## src/hw/rtl/ubef_pkg.sv

```systemverilog
package ubef_pkg;

  // Descriptor type codes and field codes of the USB descriptor format.
  localparam logic [7:0] DESC_INTERFACE = 8'h04;
  localparam logic [7:0] DESC_ENDPOINT  = 8'h05;
  localparam logic [1:0] XFER_BULK      = 2'h2;
  localparam int         EP_DIR_BIT     = 7;

  localparam logic [7:0] MIN_DESC_LEN   = 8'd2;
  localparam logic [7:0] MIN_INTF_LEN   = 8'd9;
  localparam logic [7:0] MIN_EP_LEN     = 8'd7;

  localparam logic [15:0] MPS_DEFAULT   = 16'd64;
  localparam logic [7:0]  INTF_NONE     = 8'hFF;

  // Register reset values and indexes on the configuration port.
  localparam logic [7:0] DATA_CLASS_RESET = 8'd10;
  localparam logic [7:0] COMM_CLASS_RESET = 8'd2;
  localparam logic       REG_DATA_CLASS   = 1'b0;
  localparam logic       REG_COMM_CLASS   = 1'b1;
  localparam int         CFG_ADDR_W       = 3;

  typedef struct packed {
    logic [7:0] desc_byte;
    logic       last_byte;
  } in_item_t;

  typedef struct packed {
    logic        found;
    logic [7:0]  in_endpoint;
    logic [7:0]  out_endpoint;
    logic [15:0] in_max_packet;
    logic [7:0]  data_interface;
    logic [7:0]  comm_interface;
  } out_item_t;

  typedef struct packed {
    logic [7:0] data_class_code;
    logic [7:0] comm_class_code;
  } cfg_regs_t;

endpackage

```

## src/hw/rtl/usb_bulk_endpoint_finder.sv

```systemverilog
// Walks a USB configuration descriptor set, one byte per transfer, and picks
// the bulk IN and OUT endpoints, preferring those of a CDC data interface.
// A byte is taken into an input register and processed in the next cycle by
// the descriptor walker unless it is a last byte that must wait, so one byte
// is accepted in every cycle while in_stall is low. The result for the last
// byte is put in the output register when the walker processes it, unless an
// earlier result is still waiting there. in_stall is raised only while a last
// byte waits in the input register behind a result not yet taken; the walker
// state returns to its reset value after each result, so the next set may
// follow at once. Class codes are to be set through the register port while
// the block is idle; the user must keep to this, the block does not enforce it.
module usb_bulk_endpoint_finder (
  input  logic                             clk,
  input  logic                             rst_n,
  input  logic                             in_valid,
  output logic                             in_stall,
  input  ubef_pkg::in_item_t               in_item,
  output logic                             out_valid,
  input  logic                             out_stall,
  output ubef_pkg::out_item_t              out_item,
  input  logic                             psel,
  input  logic                             penable,
  input  logic                             pwrite,
  input  logic [ubef_pkg::CFG_ADDR_W-1:0]  paddr,
  input  logic [31:0]                      pwdata,
  output logic [31:0]                      prdata,
  output logic                             pready
);

  ubef_pkg::cfg_regs_t regs;
  ubef_pkg::in_item_t  s_item_r;
  ubef_pkg::out_item_t result;
  ubef_pkg::out_item_t out_item_r;
  logic                s_valid_r;
  logic                out_valid_r;
  logic                fire;
  logic                fire_last;
  logic                in_accept;

  ubef_cfg u_cfg (
    .clk     (clk),
    .rst_n   (rst_n),
    .psel    (psel),
    .penable (penable),
    .pwrite  (pwrite),
    .paddr   (paddr),
    .pwdata  (pwdata),
    .prdata  (prdata),
    .pready  (pready),
    .regs    (regs)
  );

  ubef_parse u_parse (
    .clk    (clk),
    .rst_n  (rst_n),
    .step   (fire),
    .item   (s_item_r),
    .regs   (regs),
    .result (result)
  );

  // A non-last byte never needs the output register, so only a last byte
  // waits for room there.
  assign fire      = s_valid_r && (!s_item_r.last_byte || !out_valid_r || !out_stall);
  assign fire_last = fire && s_item_r.last_byte;
  assign in_stall  = s_valid_r && !fire;
  assign in_accept = in_valid && !in_stall;

  always_ff @(posedge clk) begin
    if (!rst_n) begin
      s_valid_r <= 1'b0;
    end else if (in_accept) begin
      s_valid_r <= 1'b1;
    end else if (fire) begin
      s_valid_r <= 1'b0;
    end
  end

  always_ff @(posedge clk) begin
    if (in_accept) s_item_r <= in_item;
  end

  always_ff @(posedge clk) begin
    if (!rst_n) begin
      out_valid_r <= 1'b0;
    end else if (fire_last) begin
      out_valid_r <= 1'b1;
    end else if (!out_stall) begin
      out_valid_r <= 1'b0;
    end
  end

  always_ff @(posedge clk) begin
    if (fire_last) out_item_r <= result;
  end

  assign out_valid = out_valid_r;
  assign out_item  = out_item_r;

  a_stall_needs_item: assert property (@(posedge clk) disable iff (!rst_n)
    in_stall |-> (s_valid_r && s_item_r.last_byte && out_valid_r))
    else $error("input stalled without a blocked last byte");

  a_last_gives_result: assert property (@(posedge clk) disable iff (!rst_n)
    fire_last |=> out_valid)
    else $error("last byte processed without a result");

  a_no_overwrite: assert property (@(posedge clk) disable iff (!rst_n)
    (out_valid_r && out_stall) |-> !fire_last)
    else $error("pending result overwritten");

endmodule

```

## src/hw/rtl/ubef_cfg.sv

```systemverilog
module ubef_cfg (
  input  logic                             clk,
  input  logic                             rst_n,
  input  logic                             psel,
  input  logic                             penable,
  input  logic                             pwrite,
  input  logic [ubef_pkg::CFG_ADDR_W-1:0]  paddr,
  input  logic [31:0]                      pwdata,
  output logic [31:0]                      prdata,
  output logic                             pready,
  output ubef_pkg::cfg_regs_t              regs
);

  logic [7:0] data_class_r;
  logic [7:0] comm_class_r;
  logic       wr_en;
  logic       reg_sel;

  assign pready  = 1'b1;
  assign reg_sel = paddr[2];
  assign wr_en   = psel && penable && pwrite && pready;

  always_ff @(posedge clk) begin
    if (!rst_n) begin
      data_class_r <= ubef_pkg::DATA_CLASS_RESET;
      comm_class_r <= ubef_pkg::COMM_CLASS_RESET;
    end else if (wr_en) begin
      case (reg_sel)
        ubef_pkg::REG_DATA_CLASS: data_class_r <= pwdata[7:0];
        ubef_pkg::REG_COMM_CLASS: comm_class_r <= pwdata[7:0];
        default: ;
      endcase
    end
  end

  always_comb begin
    case (reg_sel)
      ubef_pkg::REG_DATA_CLASS: prdata = {24'd0, data_class_r};
      ubef_pkg::REG_COMM_CLASS: prdata = {24'd0, comm_class_r};
      default:                  prdata = 32'd0;
    endcase
  end

  assign regs.data_class_code = data_class_r;
  assign regs.comm_class_code = comm_class_r;

endmodule

```

## src/hw/rtl/ubef_parse.sv

```systemverilog
module ubef_parse (
  input  logic                 clk,
  input  logic                 rst_n,
  input  logic                 step,
  input  ubef_pkg::in_item_t   item,
  input  ubef_pkg::cfg_regs_t  regs,
  output ubef_pkg::out_item_t  result
);

  // Byte positions within one descriptor and, for the total length, within the set.
  localparam logic [15:0] OFS_LENGTH = 16'd0;
  localparam logic [15:0] OFS_KIND   = 16'd1;
  localparam logic [15:0] OFS_ADDR   = 16'd2;
  localparam logic [15:0] OFS_ATTR   = 16'd3;
  localparam logic [15:0] OFS_MPS_LO = 16'd4;
  localparam logic [15:0] OFS_COMMIT = 16'd5;
  localparam logic [15:0] TOTAL_LO   = 16'd2;
  localparam logic [15:0] TOTAL_HI   = 16'd3;
  localparam logic [15:0] FIRST_NEXT = 16'd4;

  logic [15:0] offset_r, offset_nxt;
  logic [15:0] total_r, total_nxt;
  logic [15:0] start_r, start_nxt;
  logic [7:0]  len_r, len_nxt;
  logic [7:0]  kind_r, kind_nxt;
  logic        stopped_r, stopped_nxt;
  logic [7:0]  cur_class_r, cur_class_nxt;
  logic [7:0]  cur_intf_r, cur_intf_nxt;
  logic [7:0]  pend_addr_r, pend_addr_nxt;
  logic [7:0]  pend_attr_r, pend_attr_nxt;
  logic [7:0]  mps_lo_r, mps_lo_nxt;
  logic [7:0]  best_in_r, best_in_nxt;
  logic [7:0]  best_out_r, best_out_nxt;
  logic [7:0]  best_intf_r, best_intf_nxt;
  logic [15:0] best_mps_r, best_mps_nxt;
  logic        cdc_taken_r, cdc_taken_nxt;
  logic        comm_seen_valid;
  logic [7:0]  comm_seen_r, comm_seen_nxt;

  logic [15:0] rel;
  logic [7:0]  b;
  logic        in_data;
  logic        stop;
  logic [16:0] desc_end;
  logic [16:0] offset_inc;

  assign b          = item.desc_byte;
  assign rel        = offset_r - start_r;
  assign in_data    = (cur_class_r == regs.data_class_code);
  assign offset_inc = {1'b0, offset_r} + 17'd1;

  always_comb begin
    offset_nxt    = offset_r;
    total_nxt     = total_r;
    start_nxt     = start_r;
    len_nxt       = len_r;
    kind_nxt      = kind_r;
    cur_class_nxt = cur_class_r;
    cur_intf_nxt  = cur_intf_r;
    pend_addr_nxt = pend_addr_r;
    pend_attr_nxt = pend_attr_r;
    mps_lo_nxt    = mps_lo_r;
    best_in_nxt   = best_in_r;
    best_out_nxt  = best_out_r;
    best_intf_nxt = best_intf_r;
    best_mps_nxt  = best_mps_r;
    cdc_taken_nxt = cdc_taken_r;
    comm_seen_nxt = comm_seen_r;
    stop          = stopped_r;
    comm_seen_valid = 1'b0;

    if (!stopped_r) begin
      if (offset_r == TOTAL_LO) begin
        total_nxt = {total_r[15:8], b};
      end else if (offset_r == TOTAL_HI) begin
        total_nxt = {b, total_r[7:0]};
      end

      case (rel)
        OFS_LENGTH: begin
          len_nxt = b;
          if (b < ubef_pkg::MIN_DESC_LEN) stop = 1'b1;
        end
        OFS_KIND:   kind_nxt      = b;
        OFS_ADDR:   pend_addr_nxt = b;
        OFS_ATTR:   pend_attr_nxt = b;
        OFS_MPS_LO: mps_lo_nxt    = b;
        OFS_COMMIT: begin
          if (kind_r == ubef_pkg::DESC_INTERFACE && len_r >= ubef_pkg::MIN_INTF_LEN) begin
            cur_intf_nxt  = pend_addr_r;
            cur_class_nxt = b;
            if (b == regs.comm_class_code) begin
              comm_seen_nxt   = pend_addr_r;
              comm_seen_valid = 1'b1;
            end
          end
          if (kind_r == ubef_pkg::DESC_ENDPOINT && len_r >= ubef_pkg::MIN_EP_LEN &&
              pend_attr_r[1:0] == ubef_pkg::XFER_BULK && (in_data || !cdc_taken_r)) begin
            if (pend_addr_r[ubef_pkg::EP_DIR_BIT]) begin
              best_in_nxt  = pend_addr_r;
              best_mps_nxt = {b, mps_lo_r};
            end else begin
              best_out_nxt = pend_addr_r;
            end
            best_intf_nxt = cur_intf_r;
            if (in_data) cdc_taken_nxt = 1'b1;
          end
        end
        default: ;
      endcase

      // The first descriptor starts before the total is known, so its bounds
      // are checked once the high byte of the total has arrived.
      if (!stop && ((rel == OFS_LENGTH && offset_r >= FIRST_NEXT) || offset_r == TOTAL_HI)) begin
        if (start_r >= total_nxt ||
            ({1'b0, start_r} + {9'd0, len_nxt}) > {1'b0, total_nxt}) begin
          stop = 1'b1;
        end
      end

      if (!stop && rel != OFS_LENGTH && offset_inc == desc_end) begin
        start_nxt = offset_inc[15:0];
      end

      if (!stop) offset_nxt = offset_inc[15:0];
    end
    stopped_nxt = stop;
  end

  assign desc_end = {1'b0, start_r} + {9'd0, len_nxt};

  always_comb begin
    result.found          = (best_in_nxt != 8'd0) && (best_out_nxt != 8'd0);
    result.in_endpoint    = best_in_nxt;
    result.out_endpoint   = best_out_nxt;
    result.in_max_packet  = best_mps_nxt;
    result.data_interface = best_intf_nxt;
    result.comm_interface = comm_seen_nxt;
  end

  always_ff @(posedge clk) begin
    if (!rst_n || (step && item.last_byte)) begin
      offset_r    <= 16'd0;
      total_r     <= 16'd0;
      start_r     <= 16'd0;
      len_r       <= 8'd0;
      kind_r      <= 8'd0;
      stopped_r   <= 1'b0;
      cur_class_r <= 8'd0;
      cur_intf_r  <= 8'd0;
      pend_addr_r <= 8'd0;
      pend_attr_r <= 8'd0;
      mps_lo_r    <= 8'd0;
      best_in_r   <= 8'd0;
      best_out_r  <= 8'd0;
      best_intf_r <= 8'd0;
      best_mps_r  <= ubef_pkg::MPS_DEFAULT;
      cdc_taken_r <= 1'b0;
      comm_seen_r <= ubef_pkg::INTF_NONE;
    end else if (step) begin
      offset_r    <= offset_nxt;
      total_r     <= total_nxt;
      start_r     <= start_nxt;
      len_r       <= len_nxt;
      kind_r      <= kind_nxt;
      stopped_r   <= stopped_nxt;
      cur_class_r <= cur_class_nxt;
      cur_intf_r  <= cur_intf_nxt;
      pend_addr_r <= pend_addr_nxt;
      pend_attr_r <= pend_attr_nxt;
      mps_lo_r    <= mps_lo_nxt;
      best_in_r   <= best_in_nxt;
      best_out_r  <= best_out_nxt;
      best_intf_r <= best_intf_nxt;
      best_mps_r  <= best_mps_nxt;
      cdc_taken_r <= cdc_taken_nxt;
      comm_seen_r <= comm_seen_nxt;
    end
  end

  // Once stopped, no byte may move the walk forward.
  a_stop_holds: assert property (@(posedge clk) disable iff (!rst_n)
    (step && stopped_r) |-> (offset_nxt == offset_r && start_nxt == start_r))
    else $error("parser advanced after stopping");

  // The comm interface only changes on the commit byte of an interface.
  a_comm_commit: assert property (@(posedge clk) disable iff (!rst_n)
    comm_seen_valid |-> (rel == OFS_COMMIT && kind_r == ubef_pkg::DESC_INTERFACE))
    else $error("comm interface recorded outside an interface commit");

  // A descriptor start never runs ahead of the stream offset.
  a_start_behind: assert property (@(posedge clk) disable iff (!rst_n)
    start_r <= offset_r)
    else $error("descriptor start past stream offset");

endmodule
```

## config.mk

```make
export PLATFORM = sky130hd
export DESIGN_NAME = usb_bulk_endpoint_finder
export DESIGN_NICKNAME = d
export VERILOG_FILES = /design/src/hw/rtl/ubef_pkg.sv /design/src/hw/rtl/usb_bulk_endpoint_finder.sv /design/src/hw/rtl/ubef_cfg.sv /design/src/hw/rtl/ubef_parse.sv
export SDC_FILE = /design/constraint.sdc
export NUM_CORES = 1
export LEC_CHECK = 0
export BUFFER_PORTS_ARGS = -buffer_cell sky130_fd_sc_hd__buf_2
export CELL_PAD_IN_SITES_DETAIL_PLACEMENT = 1
export CELL_PAD_IN_SITES_GLOBAL_PLACEMENT = 2
export CORE_MARGIN = 4
export CORE_UTILIZATION = 25
export CTS_BUF_LIST = sky130_fd_sc_hd__clkbuf_4 sky130_fd_sc_hd__clkbuf_8
export DETAILED_ROUTE_END_ITERATION = 10
export PLACE_DENSITY = 0.6
export SLEW_MARGIN = 20
export SYNTH_ARGS = -nofsm -noshare
export SYNTH_HDL_FRONTEND = slang
export SYNTH_SLANG_ARGS = --single-unit
```

## constraint.sdc

```tcl
create_clock -name clk -period 22 [get_ports clk]
set_input_delay 4.4 -clock clk [delete_from_list [all_inputs] [get_ports clk]]
set_output_delay 4.4 -clock clk [all_outputs]
set_load 0.005 [all_outputs]
```

==> results_dict.tcl <==
set metrics [dict create \
    worstSetupPathType "primary input to output pin" \
    fmax_mhz 105 \
    start_kind "primary input" \
    drc 0 \
    numPortBuffers 83 \
    worstPathMaxFanout 11 \
    synth_seq_cells 224 \
    viasPerCell 4.88 \
    grt_max_degree 82 \
    ys.flop_type "dfxtp_1" \
    crit_start "paddr[2]" \
    hold_path_class "flop to flop" \
    powerDensity_nw_per_um2 120 \
    clock_latency_ns 0.58 \
    cp.arrival_ns 5.16 \
    grt_use_met3_pct 2.20 \
    post-route-cell-area_um2 14900 \
    grtUsageMet2_pct 23.2 \
    rsz0062_at_grt "no" \
    max-slew-margin-rel_pct 27.8 \
    drt-total-wl_mm 40.7 \
    final_cell_mix "166 x dfxtp_1, 120 x nand2_1, 99 x nor2_1" \
    post-cts-setup-buffer-count 0 \
    cts_buffer_depth 3 \
    regToRegStartpoint "u_parse.offset_r[0]$_SDFFE_PP0P_" \
    routedWlPerCell_um 18.7 \
    cts_root_buffer "clkbuf_8" \
    routabilityCongestion 0.770 \
    drt_iter0_markers 528 \
    nFillCells 5959 \
    cp-end-kind "output pin" \
    clkSlewWorstSetupHoldPaths_ns 0.06 \
    pin_count 135 \
    timing.final.crit_share_pct 43.5 \
    placementRows 83 \
    dieArea_um2 56100 \
    fin_ws_ns 12.44 \
    power.leakage_nw 6.18 \
    ys_async_sr_fraction_pct 0 \
    cts_tree "done" \
    synthTopCellsByArea "dfxtp_1 25%, edfxtp_1 13%, ha_1 6.5%, mux2i_1 5.3%, mux2_2 4.8%" \
    dr.pass1.iters 4 \
    drive_gt1_share_pct 17.7 \
    use_met1_pct 18.9 \
    dp_cells 2104 \
    dp_hpwl_mm 28.8 \
    track_usage_pct 14.1 \
    cts_sinks 224 \
    peakVddDrop_uv 214 \
    postCtsHoldBufs 0 \
    cts_made_buffers 42 \
    dp_slack_ns 12.44 \
    maxCapViolCount 0 \
    area_delta_synth_final_pct 13.8 \
    start_util_pct 25.4 \
    synth_edf_count 58 \
    via_count 10600 \
    fin_skew_ns 0.0231 \
    slew_viol_final 0 \
    finalSetupViolCount 0 \
    hp-start "u_parse.best_out_r[7]$_SDFFE_PP0P_" \
    overflow 0 \
    grt.busiest_layer "met2" \
    post_cts_resized 0 \
    fin_nets 1590 \
    hold_viol 0 \
    finalSetupTns_ns 0 \
    status "finished clean" \
    final_cells 2174 \
    grt_pass1_wl_mm 63.9 \
    synth_area_um2 13100 \
    synthCells 1418 \
    layout_commonest_cell "dfxtp_1" \
    place_area_um2 14000 \
    yosys_warnings 0 \
    die_x_um 237 \
    yosysTopAreaCell "dfxtp_1" \
    coreArea_um2 51600 \
    yosysTopAreaCellShare_pct 25.4 \
    postRouteAntennaNets 0 \
    cp.required_ns 17.60 \
    fin_crit_ns 9.56 \
    worst_pin_slew_ns 1.08 \
    grt_pass1_vias 10900 \
    die_h_um 237 \
    ys_seq_area_share_pct 38.7 \
    ys_types 76 \
    antenna_found_initial 1 \
    h-tree-depth 2 \
    syn_area_per_cell_um2 9.24 \
]
cells in the mapped netlist (16+ instances only):
library cell / instances
a211oi_1: 30
ha_1: 68
mux2i_1: 70
clkbuf_1: 68
o21ai_0: 82
dfxtp_1: 166
or4_1: 17
nor4_1: 17
inv_1: 36
and3_1: 20
nand4_1: 47
nor3_1: 34
edfxtp_1: 58
buf_2: 16
mux2_2: 56
nand3_1: 44
buf_4: 26
a21oi_1: 81
xor2_1: 34
nand2_1: 122
xnor2_1: 28
nor2_1: 100
flip-flops by register name (all words and copies together) (netlist names), 2 cells and up:
name,count
u_parse.offset_r,16
u_parse.best_mps_r,16
u_parse.total_r,16
u_parse.mps_lo_r,8
u_parse.best_in_r,8
u_parse.kind_r,8
u_parse.pend_attr_r,2
u_parse.len_r,8
s_item_r,9
u_parse.best_out_r,8
u_cfg.comm_class_r,8
u_parse.cur_class_r,8
u_parse.cur_intf_r,8
u_cfg.data_class_r,8
u_parse.best_intf_r,8
u_parse.start_r,16
u_parse.comm_seen_r,8
u_parse.pend_addr_r,8
out_item,49
per-stage QoR:
stage,power (mW),util (%),hold slack [ns]
after detailed placement,1.38,27.2,0.449
after global routing,1.92,28.9,0.490
final,1.79,28.9,0.460
after global placement,1.37,27.2,0.439
after CTS,1.82,28.9,0.461
after floorplan,1.12,-,0.421
cells by family after synthesis:
| family | after synthesis | synth area share, % |
|---|---|---|
| compound gates | 300 | 14.6 |
| xor+xnor | 69 | 5.35 |
| fa+ha+maj | 71 | 6.95 |
| buf+inv | 156 | 5.42 |
| flops | 224 | 38.7 |
| mux | 134 | 11.1 |
| other cells | 2 | 0.0573 |
| simple gates | 462 | 17.9 |
final cells by class:
class,count,area (um^2),area share [%]
timing repair buffer,102,558,3.74
clock inverter,6,83.8,0.562
sequential,224,5060,34.0
multi-input combinational,1061,7430,49.8
clock buffer,63,779,5.23
inverter,37,139,0.931
tap,680,851,5.71
antenna,1,2.50,0.0168
worst paths after layout:
check                                             to  slack [ns]  depth (start not counted)
setup / recovery                           prdata[1]       12.44                          3
hold / removal    u_parse.best_out_r[7]$_SDFFE_PP0P_        0.46                          2
setup reg to reg    u_parse.start_r[12]$_SDFFE_PP0P_       12.85                         31
hold reg to reg   u_parse.best_out_r[7]$_SDFFE_PP0P_        0.46                          2
critical path, stage by stage:
cell and delay [ns]:
buf_2 0.25, mux2_2 0.38, buf_2 0.13
report_power, final:
part	leakage (nW)	switching (mW)	internal (mW)
combinational	3.83	0.542	0.372
sequential	1.89	0.0128	0.434
clock	0.461	0.182	0.248
total	6.18	0.736	1.05
routing by layer:
metal	vias to the layer above	wire length, um
li1	5221	-
met1	5194	19700
met5	-	17
met3	62	1110
met2	124	18800
met4	2	1030
No activity file was read; power rests on OpenSTA's default activity.
